==> config.mk <==
export PLATFORM = sky130hd
export DESIGN_NAME = sd_command_responder_core
export DESIGN_NICKNAME = d
export VERILOG_FILES = /design/src/hw/rtl/sdcr_pkg.sv /design/src/hw/rtl/sd_command_responder_core.sv /design/src/hw/rtl/sdcr_crc7.sv
export SDC_FILE = /design/constraint.sdc
export NUM_CORES = 1
export LEC_CHECK = 0
export ABC_AREA = 1
export BUFFER_PORTS_ARGS = -buffer_cell sky130_fd_sc_hd__buf_2
export CORE_MARGIN = 5
export CORE_UTILIZATION = 50
export CTS_CLUSTER_SIZE = 30
export DETAILED_ROUTE_END_ITERATION = 8
export PLACE_DENSITY = 0.81
export SETUP_SLACK_MARGIN = 0.02
export SYNTH_ARGS = -nofsm -noshare
export SYNTH_HDL_FRONTEND = slang
export SYNTH_SLANG_ARGS = --single-unit
==> constraint.sdc <==
create_clock -name clk -period 2.35 [get_ports clk]
set_input_delay 0.1175 -clock clk [delete_from_list [all_inputs] [get_ports clk]]
set_output_delay 0.1175 -clock clk [all_outputs]
set_load 0.05 [all_outputs]
==> src/hw/rtl/sdcr_pkg.sv <==
`timescale 1ns / 1ps

package sdcr_pkg;

	localparam int WORD_W   = 24;
	localparam int STATUS_W = 3;
	localparam int STATE_W  = 4;
	localparam int CRC_W    = 7;
	localparam int FRAME_W  = 40;
	localparam int PADDR_W  = 3;
	localparam int PDATA_W  = 32;

	typedef logic [WORD_W-1:0]   word_t;
	typedef logic [STATUS_W-1:0] status_t;
	typedef logic [STATE_W-1:0]  card_state_t;

	// Result status codes
	localparam status_t ST_CRC_ERR   = 3'd0;
	localparam status_t ST_NOT_HOST  = 3'd1;
	localparam status_t ST_NO_REPLY  = 3'd2;
	localparam status_t ST_R1        = 3'd3;
	localparam status_t ST_R3        = 3'd4;
	localparam status_t ST_R6_UNSUPP = 3'd5;
	localparam status_t ST_INVALID   = 3'd6;

	// Command indexes that the decoder knows
	localparam logic [5:0] CMD_GO_IDLE   = 6'd0;
	localparam logic [5:0] CMD_SEND_OP   = 6'd1;
	localparam logic [5:0] CMD_ALL_CID   = 6'd2;
	localparam logic [5:0] CMD_REL_ADDR  = 6'd3;
	localparam logic [5:0] CMD_APP_OP    = 6'd41;
	localparam logic [5:0] CMD_APP_CMD   = 6'd55;

	// Frame header: start and host bits
	localparam logic [7:0] HDR_MASK = 8'hC0;
	localparam logic [7:0] HDR_HOST = 8'h40;

	// Fixed R3 words
	localparam word_t R3_FIRST  = 24'h3F80FF;
	localparam word_t R3_SECOND = 24'h8000FF;

	// R1 status byte with the application bit set
	localparam logic [7:0] R1_APP_BYTE = 8'h20;

	// Register indexes
	localparam int REG_CARD_STATE = 0;

	// CRC7 (x^7 + x^3 + 1) remainder left by a single one at bit pos of a
	// 40-bit frame sent MSB first; used to build constant XOR columns.
	function automatic logic [CRC_W-1:0] crc7_col(input int pos);
		logic [CRC_W-1:0] crc;
		logic             fb;
		crc = '0;
		for (int b = FRAME_W - 1; b >= 0; b--) begin
			fb  = (b == pos) ^ crc[CRC_W-1];
			crc = {crc[CRC_W-2:0], 1'b0};
			if (fb) begin
				crc = crc ^ 7'h09;
			end
		end
		return crc;
	endfunction

endpackage

==> src/hw/rtl/sd_command_responder_core.sv <==
`timescale 1ns / 1ps

// SD command responder: takes one 48-bit command frame per beat as two 24-bit
// words, checks its CRC7 and start/host bits, decodes the command index and
// returns one result beat per frame (status, two response words, application
// mode). The whole check and decode happens in the accept cycle; the result is
// shown from an output register. While results drain freely a new frame is taken
// every cycle; a one-entry skid stage takes one more frame while a result waits,
// then in_stall rises. in_stall is high only while the skid stage is full, and
// drops in the cycle after the waiting result leaves. The user writes card_state
// (APB port, address 0) only while the block is idle; the block does not check.
module sd_command_responder_core (
	input  logic                          clk,
	input  logic                          arst_n,
	// APB configuration
	input  logic                          psel,
	input  logic                          penable,
	input  logic                          pwrite,
	input  logic [sdcr_pkg::PADDR_W-1:0]  paddr,
	input  logic [sdcr_pkg::PDATA_W-1:0]  pwdata,
	output logic [sdcr_pkg::PDATA_W-1:0]  prdata,
	output logic                          pready,
	// Frame input
	input  logic                          in_valid,
	output logic                          in_stall,
	input  sdcr_pkg::word_t               word_first,
	input  sdcr_pkg::word_t               word_second,
	// Result output
	output logic                          out_valid,
	input  logic                          out_stall,
	output sdcr_pkg::status_t             status,
	output sdcr_pkg::word_t               resp_first,
	output sdcr_pkg::word_t               resp_second,
	output logic                          app_mode_out
);
	import sdcr_pkg::*;

	typedef struct packed {
		status_t status;
		word_t   resp_first;
		word_t   resp_second;
		logic    app_mode;
	} result_t;

	card_state_t card_state_q;
	logic        app_mode_q;
	logic        wr_en;
	logic        reg_sel;

	logic        in_acc;
	logic        out_acc;
	logic        out_valid_q;
	logic        skid_valid_q;
	result_t     out_q;
	result_t     skid_q;
	result_t     res;

	logic [7:0]  rx_trailer;
	logic [7:0]  tx_trailer;
	logic [7:0]  hdr;
	logic [5:0]  cmd;
	word_t       r1_second;

	// Configuration port
	assign pready  = 1'b1;
	assign reg_sel = (paddr[PADDR_W-1:2] == REG_CARD_STATE[PADDR_W-3:0]);
	assign wr_en   = psel & penable & pwrite & reg_sel;
	assign prdata  = reg_sel ? {{(PDATA_W-STATE_W){1'b0}}, card_state_q} : '0;

	always_ff @(posedge clk or negedge arst_n) begin
		if (!arst_n) begin
			card_state_q <= '0;
		end else if (wr_en) begin
			card_state_q <= pwdata[STATE_W-1:0];
		end
	end

	// Check the received frame CRC
	sdcr_crc7 u_rx_crc (
		.data    ({word_first, word_second[WORD_W-1:8]}),
		.trailer (rx_trailer)
	);

	// R1 body for CMD55, then its CRC
	assign r1_second = {3'b000, card_state_q, 1'b0, R1_APP_BYTE, 8'h00};

	sdcr_crc7 u_tx_crc (
		.data    ({2'b00, CMD_APP_CMD, 16'h0000, r1_second[WORD_W-1:8]}),
		.trailer (tx_trailer)
	);

	assign hdr = word_first[WORD_W-1:WORD_W-8];
	assign cmd = hdr[5:0];

	// Decode one frame
	always_comb begin
		res.status      = ST_INVALID;
		res.resp_first  = '0;
		res.resp_second = '0;
		res.app_mode    = app_mode_q;
		if (word_second[7:0] != rx_trailer) begin
			res.status = ST_CRC_ERR;
		end else if ((hdr & HDR_MASK) != HDR_HOST) begin
			res.status = ST_NOT_HOST;
		end else begin
			res.app_mode = 1'b0;
			case (cmd)
				CMD_GO_IDLE, CMD_SEND_OP: begin
					res.status   = ST_NO_REPLY;
					res.app_mode = app_mode_q;
				end
				CMD_ALL_CID, CMD_APP_OP: begin
					res.status      = ST_R3;
					res.resp_first  = R3_FIRST;
					res.resp_second = R3_SECOND;
				end
				CMD_REL_ADDR: begin
					res.status = ST_R6_UNSUPP;
				end
				CMD_APP_CMD: begin
					res.status      = ST_R1;
					res.app_mode    = 1'b1;
					res.resp_first  = {2'b00, CMD_APP_CMD, 16'h0000};
					res.resp_second = {r1_second[WORD_W-1:8], tx_trailer};
				end
				default: begin
					res.status = ST_INVALID;
				end
			endcase
		end
	end

	// Handshakes
	assign in_stall = skid_valid_q;
	assign in_acc   = in_valid & ~skid_valid_q;
	assign out_acc  = out_valid_q & ~out_stall;

	// Advance application mode in frame order
	always_ff @(posedge clk or negedge arst_n) begin
		if (!arst_n) begin
			app_mode_q <= 1'b0;
		end else if (in_acc) begin
			app_mode_q <= res.app_mode;
		end
	end

	// Output register and skid stage valid bits
	always_ff @(posedge clk or negedge arst_n) begin
		if (!arst_n) begin
			out_valid_q  <= 1'b0;
			skid_valid_q <= 1'b0;
		end else begin
			if (skid_valid_q) begin
				if (out_acc) begin
					skid_valid_q <= 1'b0;
				end
			end else if (in_acc && out_valid_q && !out_acc) begin
				skid_valid_q <= 1'b1;
			end
			if (in_acc || skid_valid_q) begin
				out_valid_q <= 1'b1;
			end else if (out_acc) begin
				out_valid_q <= 1'b0;
			end
		end
	end

	// Result payloads: load output when free, else hold in skid
	always_ff @(posedge clk) begin
		if (skid_valid_q) begin
			if (out_acc) begin
				out_q <= skid_q;
			end
		end else if (in_acc) begin
			if (!out_valid_q || out_acc) begin
				out_q <= res;
			end else begin
				skid_q <= res;
			end
		end
	end

	assign out_valid    = out_valid_q;
	assign status       = out_q.status;
	assign resp_first   = out_q.resp_first;
	assign resp_second  = out_q.resp_second;
	assign app_mode_out = out_q.app_mode;

endmodule

==> src/hw/rtl/sdcr_crc7.sv <==
`timescale 1ns / 1ps

module sdcr_crc7 (
	input  logic [sdcr_pkg::FRAME_W-1:0] data,
	output logic [7:0]                   trailer
);
	import sdcr_pkg::*;

	logic [CRC_W-1:0] term [FRAME_W];
	logic [CRC_W-1:0] crc;

	// Each data bit contributes a fixed remainder column
	for (genvar g = 0; g < FRAME_W; g++) begin : g_col
		localparam logic [CRC_W-1:0] COL = crc7_col(g);
		assign term[g] = data[g] ? COL : '0;
	end

	// Fold the columns together
	always_comb begin
		crc = '0;
		for (int i = 0; i < FRAME_W; i++) begin
			crc = crc ^ term[i];
		end
	end

	assign trailer = {crc, 1'b1};

endmodule

# Word level (Yosys, flattened, before mapping)
# Index checks and enable logic that the tools add are counted.
# totals
out_inout_bits,87
wordCells,152
regBits,111
input_bits,90
# op_classes
n_reduce_logical,14
bitwise,57
muxes,61
eq_ne,8
# op_table
operator,n
7-bit bitwise XOR,42
52-bit two-way mux,4
7-bit two-way mux,19
46-bit one-hot mux with 2 select lines,1
6-bit two-way mux,13
49-bit two-way mux,1
47-bit two-way mux,1
5-bit two-way mux,7
4-bit two-way mux,4
6-bit by 2-bit == test with 1-bit output (second input constant),2
6-bit == test (second input constant),2
4-bit inverter,3
3-bit one-hot mux with 4 select lines,1
3-bit two-way mux,3
3-bit inverter,3
8-bit != test,1
6-bit by 1-bit == test with 1-bit output (second input constant),1
6-bit zero test,1
3-bit AND reduction,2
2-bit nonzero test,3
1-bit AND,5
1-bit two-way mux,5
1-bit inverter,4
2-bit OR reduction,2
other kinds (7),10

# Depth between registers and ports, before layout
# Gate-level depths: netlist (run 1).
# logic_depth
ltp_word,45
ltp_mapped,22
depth_no_buf,21

# Modules after synthesis
# From an unflattened synthesis (run 1), not the netlist that was laid out.
# unflattened
cells_unflattened,1059
hier_area_um2,6368.6
# by_module_without_submodules
module,seq_area_each_um2,n_inst,cells_each,area_per_inst_um2
sdcr_crc7,0.0,2,360,1767.9
sd_command_responder_core,1316.3,1,339,2832.7

# Worst setup path before layout (run 1)
# No wires, ideal clock.
# synth_timing
kind,reg-to-reg
start,"register skid_valid_q, in the netlist in_stall"
end,"register out_q (netlist bit app_mode_out), enable pin"
slack_ns,0.073
arrival_ns,1.884
n_path_buf,1
path_stages_with_launch,4
setup_ns,0.393
synth_period_minus_slack_ns,2.277
path_cell_list,dfrtp_1 -> clkbuf_1 -> nor2_1 -> nor2_1
# synth_via
elab_chain_cells,4
# synth_lines
element,line,text
start: declaration,sd_command_responder_core.sv:53,logic skid_valid_q;
start signal: assignment,sd_command_responder_core.sv:151,skid_valid_q <= 1'b0;
start signal: assignment,sd_command_responder_core.sv:155,skid_valid_q <= 1'b0;
start signal: assignment,sd_command_responder_core.sv:158,skid_valid_q <= 1'b1;
1-bit inverter (no line),-,
1-bit AND,sd_command_responder_core.sv:135,assign in_acc = in_valid & ~skid_valid_q;
2-bit nonzero test (no line),-,
3-bit AND reduction (no line) (*),-,
end signal: assignment,sd_command_responder_core.sv:172,out_q <= skid_q;
end signal: assignment,sd_command_responder_core.sv:176,out_q <= res;
end: declaration,sd_command_responder_core.sv:54,result_t out_q;
# Mark *: on every way between the ends. The rest lies on a longest branch, timed or not.
# A chain may end at the register's enable or synchronous reset.

# Worst setup path in the final report (run 1)
# layout_timing
start,input port word_second[22]
end,register out_q (netlist bit app_mode_out) (data pin)
# layout_via
elab_chain_cells,32
# layout_lines
element,line,text
start: declaration,sd_command_responder_core.sv:27,"input sdcr_pkg::word_t word_second,"
7-bit two-way mux,sdcr_crc7.sv:15,assign term[g] = data[g] ? COL : '0;
7-bit bitwise XOR (26 in series),sdcr_crc7.sv:22,crc = crc ^ term[i];
8-bit != test,sd_command_responder_core.sv:101,if (word_second[7:0] != rx_trailer) begin
49-bit two-way mux,sd_command_responder_core.sv:101,
52-bit two-way mux,sd_command_responder_core.sv:175,if (!out_valid_q || out_acc) begin
52-bit two-way mux,sd_command_responder_core.sv:174,end else if (in_acc) begin
52-bit two-way mux,sd_command_responder_core.sv:170,if (skid_valid_q) begin
# Every way passes these cells. The select of a mux whose other input is x is not followed.

==> results_dict.tcl, run 1 <==
set metrics [dict create \
    ant_nets 0 \
    async_reset_ff_share_pct 16.3 \
    max-cap-violations 0 \
    cp.required_ns 2.40 \
    hpwlAfterDp_um 8500 \
    grt_pass1_wl_um 16100 \
    post-cts-setup-buffers 0 \
    synth_cells 725 \
    switching_share_pct 46.8 \
    grt_setup_unrepaired "no" \
    path_class "in2reg" \
    powerDensity_nw_per_um2 561 \
    synth-simple-area-share_pct 40.0 \
    ys_seq_elements 43 \
    port_buffers 98 \
    pwr-share-comb_pct 49.4 \
    antenna_found_initial 0 \
    cts_sinks 43 \
    ys_types 32 \
    slew_violations 0 \
    routed_wl_um 9970 \
    yosysSeqAreaShare_pct 27.4 \
    max_stage_delay_ns 0.23 \
    start_util_pct 50.4 \
    fin_ws_ns 0.417 \
    p_clk_share_pct 16.3 \
    grt_max_degree 19 \
    startpoint_type "primary input" \
    hold_path_class "in2reg" \
    drt_iter0_drc 244 \
    synth-warning-count 0 \
    drive_gt1_share_pct 18.9 \
    cp_slowest_cell "xor2_1" \
    cts_tree "yes" \
    cts-buffers-inserted 5 \
    antenna_cells 0 \
    layout_commonest_cell "nand2_1" \
    route.detailed.drc 0 \
    post_drt_wl_per_cell_um 10.9 \
    cts_htree_levels 2 \
    ctsHoldBuffers 1 \
    critical_path.most_common_cell "nand2_1" \
    hold_violations 0 \
    die_x_um 106 \
    overflow 0 \
    worstPathCellList "buf_2 -> xor2_1 -> nand2_1 -> nand3_1 -> nand2_1 -> nand2_1 -> nand2_1 -> inv_1 -> nand2_1 -> nand2_1 -> inv_1 -> nor2_4 -> nand3_1 -> inv_2 -> nand2_1 -> nand2_2 -> a21oi_2" \
    post-place-ws_ns 0.109 \
    path_max_fanout 8 \
    clkLatencyLatePin_ns 0.29 \
    p_int_uw 1480 \
    finalCritPeriodShare_pct 82.3 \
    fillCellCount 901 \
    area_delta_synth_final_pct 7.85 \
    synth_top_family_by_area "simple AND/OR/NAND/NOR gates" \
    clock_skew_ns 0.00745 \
    fmax_mhz 517 \
    switching_power_uw 1300 \
    grtUsageTotal_pct 17.4 \
    synth_xor_area_share_pct 8.58 \
    fp.dieArea_um2 11200 \
    end_kind "flip-flop" \
    nets 892 \
    setup_viol 0 \
    core_um2 9110 \
    layout_common_cells "nand2_1 (278), buf_2 (98), inv_1 (96), nand3_1 (55)" \
    avgSynthCellArea_um2 6.33 \
    synth_adder_area_share_pct 0 \
    power_frac_seq_pct 34.3 \
    cts_root_buffer "clkbuf_8" \
    synth_mux_area_share_pct 0 \
    synthFlopType "edfxtp_1" \
    die_h_um 106 \
    p_leak_uw 0.00296 \
    synth-edff-count 36 \
    clockBufferDepth 2 \
    globalplace.congestion 0.954 \
    postCtsResizedCells 0 \
    arrival_ns 1.99 \
    io_pins 177 \
    fin_tns_setup_ns 0 \
    synth.cell_area_um2 4590 \
    synth_compound_area_share_pct 2.43 \
    vias 4195 \
    fin_crit_ns 1.93 \
    drt-pass1-iter-count 5 \
    vias_per_cell 4.59 \
    rows 35 \
    path_clk_slew_ns 0.08 \
    irDropWorstVdd_mv 0.248 \
    status "finished clean" \
    grt_pass1_vias 3557 \
]
final timing paths:
| kind | start | endpoint | slack, ns | cells past startpoint |
|---|---|---|---|---|
| min in group asynchronous | arst_n | out_valid | 0.18 | 2 |
| worst max register to register | in_stall | resp_second[2] | 0.57 | 4 |
| max in group asynchronous | arst_n | card_state_q[3] | 2.02 | 2 |
| worst min register to register | skid_q[21] | resp_second[20] | 0.52 | 2 |
| worst max-delay path | word_second[22] | app_mode_out | 0.42 | 17 |
| worst min-delay path | in_valid | out_valid | 0.06 | 3 |
final cells by class:
| type | count | area (µm²) | area share [%] |
|---|---|---|---|
| Tap cell | 111 | 139 | 2.80 |
| Inverter | 109 | 410 | 8.29 |
| Clock inverter | 2 | 12.5 | 0.253 |
| Sequential cell | 43 | 1260 | 25.4 |
| Timing Repair Buffer | 104 | 538 | 10.9 |
| Clock buffer | 6 | 72.6 | 1.47 |
| Multi-Input combinational cell | 539 | 2520 | 51.0 |
power groups by stage:
stage          clock, µW  combinational [µW]  sequential [µW]
2_1_floorplan          0                1060             1100
3_5_place_dp           0                1370              972
6_report             453                1370              954
5_1_grt              498                1510              964
4_1_cts              460                1370              955
3_3_place_gp           0                1350              968
kinds of logic (layout without fill, tap and decap cells):
| family | Yosys count | in the layout |
|---|---|---|
| flip-flops | 43 | 43 |
| other | 2 | 48 |
| AND/OR/NAND/NOR | 426 | 426 |
| XOR/XNOR | 45 | 45 |
| buffers and inverters | 189 | 221 |
| AO/OA/AOI/OAI | 20 | 20 |
critical path: cells and delay by family:
family / cells / cell delay (ns)
simple gates: 11 / 1.12
buf+inv: 4 / 0.46
xor+xnor: 1 / 0.23
compound gates: 1 / 0.06
per-layer routing:
layer	routed length, µm	vias to the layer above	track usage [%]	part of all wire, %
li1	-	2255	-	-
met1	4630	1772	24.1	46
met2	4550	162	29.1	46
met3	705	6	2.45	7.1
met4	88	0	3.05	0.88
met5	0	-	0	0
sequential cells by signal, indices dropped and copies added, names as in the netlist:
signal	cells
in_stall	1
out_valid	1
card_state_q	4
app_mode_out	1
resp_second	13
status	3
resp_first	1
app_mode_q	1
skid_q	18
cells in the mapped netlist, types with 2 or more instances:
cell type | count | area, µm²
nor3_1 | 3 | 15.0
clkbuf_1 | 2 | 7.51
nand3b_1 | 5 | 37.5
nor2_1 | 48 | 180
nand3_2 | 4 | 40.0
o21ai_0 | 7 | 35.0
nor2_2 | 7 | 43.8
or2_2 | 5 | 31.3
nor2_4 | 2 | 22.5
xor2_1 | 21 | 184
nand3_1 | 55 | 275
nand2_1 | 278 | 1040
conb_1 | 2 | 7.51
a21oi_2 | 2 | 17.5
a21oi_1 | 8 | 40.0
o21ai_1 | 2 | 10.0
buf_2 | 8 | 40.0
xnor2_1 | 24 | 210
inv_2 | 11 | 41.3
nand4_1 | 9 | 56.3
dfrtp_1 | 7 | 175
nand4_4 | 2 | 42.5
nand2_2 | 7 | 43.8
inv_1 | 96 | 360
buf_4 | 68 | 510
edfxtp_1 | 36 | 1080
stage by stage:
step | util [%] | total power (µW) | cell area (µm²) | instances | hold slack [ns]
after floorplan | - | 2160 | 4760 | 771 | -0.178
after global placement | 53.3 | 2320 | 4860 | 905 | -0.0457
after detailed placement | 53.3 | 2340 | 4860 | 905 | -0.0432
after CTS | 54.4 | 2790 | 4950 | 914 | 0.0514
after global routing | 54.4 | 2980 | 4950 | 914 | 0.0602
final | 54.4 | 2780 | 4950 | 914 | 0.0580
Power figures use the tool's default switching activity.
==> inputs of run 2 (changes only) <==
CORE_UTILIZATION = 46   (was 50)
PLACE_DENSITY = 0.79   (was 0.81)
clock period = 1.6 ns   (was 2.35 ns; I/O delays follow)
==> run 2 against run 1 <==
The run now ends with setup timing left. Clock-buffer cell count unchanged. Critical path depth down 2. Non-clock buffer count grew 41. Combinational power rose by 75%. Power rose by 62%. Clock skew grew 0.0030 ns. First-iteration DRC count up 5.7%. Critical endpoint is now skid_q[5]. Highest routed layer unchanged.
==> results_dict.tcl, run 2 (same netlist as run 1, synthesis figures left out) <==
set metrics [dict create \
    status "finished with violations" \
    violations "setup timing" \
    cts_sinks 43 \
    path_max_fanout 8 \
    clkLatencyLatePin_ns 0.31 \
    grt_setup_unrepaired "yes" \
    overflow 0 \
    max-cap-violations 0 \
    die_x_um 110 \
    port_buffers 98 \
    hpwlAfterDp_um 8970 \
    fmax_mhz 584 \
    fin_tns_setup_ns -1.45 \
    layout_commonest_cell "nand2_1" \
    drt_iter0_drc 258 \
    powerDensity_nw_per_um2 778 \
    end_kind "flip-flop" \
    startpoint_type "primary input" \
    holdWs_ns 0.0156 \
    fin_crit_ns 1.71 \
    cts_htree_levels 2 \
    die_h_um 110 \
    post_drt_wl_per_cell_um 12.4 \
    route.detailed.drc 0 \
    clockBufferDepth 2 \
    place_inst 957 \
    path_class "in2reg" \
    antenna_found_initial 0 \
    cts-buffers-inserted 5 \
    area.sequential_um2 1260 \
    cp.required_ns 1.76 \
    hold_violations 0 \
    p_leak_uw 0.00332 \
    core_um2 9770 \
    routed_wl_um 12200 \
    globalplace.congestion 0.894 \
    antenna_cells 0 \
    path_clk_slew_ns 0.09 \
    arrival_ns 1.87 \
    finalCritPeriodShare_pct 107 \
    area_delta_synth_final_pct 25.9 \
    fp.dieArea_um2 12100 \
    vias_per_cell 4.68 \
    nets 935 \
    grt_pass1_vias 4016 \
    irDropWorstVdd_mv 0.448 \
    hold_path_class "in2reg" \
    drive_gt1_share_pct 33.6 \
    grtUsageTotal_pct 19.0 \
    grt_max_degree 26 \
    clock_skew_ns 0.0105 \
    largest_reg_flops 18 \
    slew_violations 0 \
    layout_common_cells "nand2_1 (236), inv_1 (85), buf_2 (78), buf_4 (52), conb_1 (48)" \
    instances_no_fill 979 \
    multi_input_comb_area_um2 2880 \
    start_util_pct 47.0 \
    cts_tree "yes" \
    vias 4579 \
    ant_nets 0 \
    drt-pass1-iter-count 6 \
    fin_ws_ns -0.111 \
    grt_pass1_wl_um 18200 \
    largest-register "skid_q" \
    io_pins 177 \
    cts_root_buffer "clkbuf_8" \
    rows 36 \
    fillCellCount 889 \
    setup_viol 28 \
]
-- run 2: area by class of cell --
class / count / share of cell area [%]
inverter: 109 / 7.38
sequential: 43 / 21.8
clock inverter: 2 / 0.216
clock buffer: 6 / 1.25
multi-input combinational: 541 / 49.8
timing repair buffer: 145 / 16.7
tap: 133 / 2.88
-- run 2: worst paths after layout --
path	from	endpoint	slack [ns]	cells after the start
worst max-delay path	word_first[3]	skid_q[5]	-0.11	15
worst min register to register	skid_q[44]	resp_first[19]	0.52	2
max in group asynchronous	arst_n	in_stall	1.30	2
worst min-delay path	pwdata[3]	card_state_q[3]	0.02	3
worst max register to register	card_state_q[3]	resp_second[4]	-0.05	7
min in group asynchronous	arst_n	out_valid	0.13	2
-- run 2: timing repair --
| item | 4_1_cts | 5_1_grt |
|---|---|---|
| pin swaps | 28 | 30 |
| hold endpoints to repair | 7 | 0 |
| hold buffers | 1 | 0 |
| setup endpoints to repair | 33 | 37 |
| setup buffers | 7 | 4 |
| gates cloned | 2 | 0 |
| gates resized for setup | 69 | 55 |
-- run 2: routing by layer --
metal | wire [µm] | part of all wire (%) | vias up | global-route usage (%)
li1 | - | - | 2348 | -
met3 | 965 | 7.9 | 21 | 2.52
met2 | 6050 | 50 | 201 | 33.8
met1 | 4890 | 40 | 2009 | 24.0
met5 | 0 | 0 | - | 0
met4 | 240 | 2.0 | 0 | 4.99
-- run 2: power by group --
group	switching [µW]	internal, µW	total (µW)
clock	394	305	699
combinational	1680	720	2400
sequential	56.6	1340	1400
-- run 2: critical path: stages --
cell and delay (ns):
buf_4 0.16, nand2_2 0.08, inv_1 0.04, nor2_2 0.10, nand2_1 0.08, nand3b_1 0.15
nand2_2 0.07, nand2_2 0.06, nand3_1 0.08, nand2_2 0.10, nand3_2 0.09, nor2_4 0.18
buf_4 0.14, nand4_2 0.23, o21ai_1 0.21
-- run 2: stage by stage --
stage                     total power [µW]  utilization, %  area [µm²]  setup WS [ns]
after detailed placement              3560            53.2        5200         -0.499
after CTS                             4370            57.2        5590        -0.0457
after global routing                  4770            59.2        5780         -0.270
after global placement                3530            53.2        5200         -0.488
after floorplan                       3210               -        4850         -0.147
final                                 4500            59.2        5780         -0.111
==> inputs of run 3 (changes only) <==
ABC_AREA = not set   (was 1)
CORE_UTILIZATION = 42   (was 46)
CTS_CLUSTER_DIAMETER = 120   (was not set)
PLACE_DENSITY = 0.78   (was 0.79)
==> run 3 against run 2 <==
The run still ends with setup timing left. Die area fell by 17%. Highest routed layer unchanged. Non-clock buffer count grew 13. Clock power is 42% higher. Sequential power about the same. Final cell count down 44%. Global-route usage is 4.2 points lower. Worst setup slack got worse by 0.69 ns. Clock skew is 0.00079 ns higher. Sequential cell count is the same. Sequential share of layout area increased by 4.8 points. Register-to-register slack better by 0.20 ns.
==> results_dict.tcl, run 3 <==
set metrics [dict create \
    setup_viol 37 \
    start_util_pct 43.7 \
    synth_area_leader_cell "edfxtp_1" \
    slew_violations 0 \
    clock_skew_ns 0.0113 \
    cts_htree_levels 2 \
    path_clk_slew_ns 0.08 \
    post-place-ws_ns -1.09 \
    route.detailed.drc 0 \
    synth-edff-count 36 \
    nets 539 \
    r2r_cells 4 \
    antenna_found_initial 0 \
    arrival_ns 2.51 \
    vias 2615 \
    hold_violations 0 \
    slew_headroom_pct 56.7 \
    hold_depth 2 \
    synth.cell_area_um2 3410 \
    place_inst 529 \
    cp.required_ns 1.70 \
    violations "setup timing" \
    synth-warning-count 0 \
    ant_nets 0 \
    async_reset_ff_share_pct 16.3 \
    layout_commonest_cell "buf_2" \
    end_kind "flip-flop" \
    path_max_fanout 7 \
    grt_setup_unrepaired "yes" \
    drt-pass1-iter-count 4 \
    path_class "in2reg" \
    ys_seq_elements 43 \
    ff2ff_setup_slack_ns 0.15 \
    io_pins 177 \
    cts_sinks 43 \
    cts_root_buffer "clkbuf_8" \
    drt_iter0_drc 93 \
    multi_input_comb_area_um2 2180 \
    fin_ws_ns -0.805 \
    max-cap-violations 0 \
    p_leak_uw 0.00217 \
    post_drt_wl_per_cell_um 15.3 \
    hold_path_class "in2reg" \
    ys_types 44 \
    hpwlAfterDp_um 6000 \
    fillCellCount 579 \
    grt_max_degree 20 \
    area_delta_synth_final_pct 38.6 \
    instances_no_fill 552 \
    die_h_um 100 \
    netlist_top_cells_count "buf_4 (63), xnor2_1 (39), edfxtp_1 (36)" \
    antenna_cells 0 \
    drive_gt1_share_pct 52.9 \
    largest-register "skid_q" \
    irDropWorstVdd_mv 0.426 \
    rows 32 \
    holdWs_ns 0.00945 \
    cts-buffers-inserted 5 \
    fp.dieArea_um2 10000 \
    grt_pass1_wl_um 12100 \
    globalplace.congestion 0.823 \
    routed_wl_um 8430 \
    clockBufferDepth 2 \
    overflow 0 \
    fmax_mhz 416 \
    synth_cells 309 \
    synth_most_common_cell "buf_4" \
    powerDensity_nw_per_um2 1060 \
    layout_common_cells "buf_2 (92), buf_4 (55), conb_1 (48), edfxtp_1 (36), xnor2_1 (28)" \
    cts_tree "yes" \
    core_um2 7810 \
    fin_crit_ns 2.41 \
    startpoint_type "primary input" \
    finalCritPeriodShare_pct 150 \
    port_buffers 98 \
    clkLatencyLatePin_ns 0.30 \
    status "finished with violations" \
    die_x_um 100 \
    grt_pass1_vias 2543 \
    grtUsageTotal_pct 14.8 \
    max_slew.worst_pin.slew_ns 0.643 \
    area.sequential_um2 1260 \
    synthFlopType "edfxtp_1" \
    avgSynthCellArea_um2 11.1 \
    largest_reg_flops 18 \
    synth_top_area_share_pct 31.7 \
    yosysSeqAreaShare_pct 36.8 \
    utilization_pct 60.6 \
    vias_per_cell 4.74 \
    synth.area.top_cells "edfxtp_1 (32%), buf_4 (14%), xnor2_1 (10%), xnor3_1 (9.9%), dfrtp_1 (5.1%)" \
]
[run 3: worst paths after layout]
check                               from         endpoint
min in group asynchronous         arst_n        out_valid
setup reg to reg               out_valid        status[1]
max in group asynchronous         arst_n         in_stall
setup / recovery           word_first[6]     app_mode_out
hold reg to reg                skid_q[5]   resp_second[4]
hold / removal                 pwdata[0]  card_state_q[0]
[run 3: logic make-up (layout without fill, tap and decap cells)]
family / after synthesis / in the layout / share of synthesized area, %
buffers and inverters: 78 / 173 / 16.2
and+or+nand+nor: 74 / 74 / 11.3
DFF: 43 / 43 / 36.8
AOI/OAI and AO/OA: 33 / 33 / 7.22
xor gates and xnor gates: 70 / 70 / 25.4
muxes: 9 / 9 / 2.97
other: 2 / 48 / 0.220
[run 3: area by class of cell]
| type | count | share of cell area, % |
|---|---|---|
| Clock buffer | 6 | 1.53 |
| Clock inverter | 2 | 1.27 |
| Inverter | 7 | 0.555 |
| Multi-Input combinational cell | 234 | 46.0 |
| Sequential cell | 43 | 26.6 |
| Tap cell | 102 | 2.70 |
| Timing Repair Buffer | 158 | 21.4 |
[run 3: stage by stage]
stage / total power (µW) / setup TNS, ns / area [µm²]
after floorplan: 3120 / -24.21 / 3620
after global placement: 3490 / -31.67 / 4080
after detailed placement: 3530 / -34.21 / 4080
after CTS: 4700 / -19.84 / 4440
after global routing: 5210 / -27.56 / 4730
final: 5000 / -24.18 / 4730
[run 3: what timing repair did]
action / 4_1_cts / 5_1_grt
hold endpoints to repair: 7 / 0
pin swaps: 10 / 15
gates resized for setup: 31 / 46
hold buffers: 1 / 0
setup endpoints to repair: 37 / 37
setup buffers: 12 / 9
[run 3: report_power, final]
| group | internal [µW] | total [µW] | switching (µW) |
|---|---|---|---|
| registers | 1310 | 1380 | 66.9 |
| clock network | 624 | 996 | 372 |
| logic | 1100 | 2620 | 1520 |
| total | 3030 | 5000 | 1960 |
[run 3: layer usage]
metal	wire, µm	track usage [%]	vias up	share of wire, %
met5	0	0	-	0
met4	166	4.66	0	2.0
met3	630	2.36	16	7.5
met2	4400	26.9	112	52
met1	3230	17.8	1257	38
li1	-	-	1230	-
[run 3: critical path: stages]
cell and delay [ns]:
buf_2 0.12, buf_4 0.14, xnor2_1 0.26, xnor2_2 0.16, xnor3_1 0.50, nor3_4 0.26, o21ai_4 0.09, buf_4 0.14
nor4_4 0.34, a21oi_2 0.11, o31ai_1 0.29
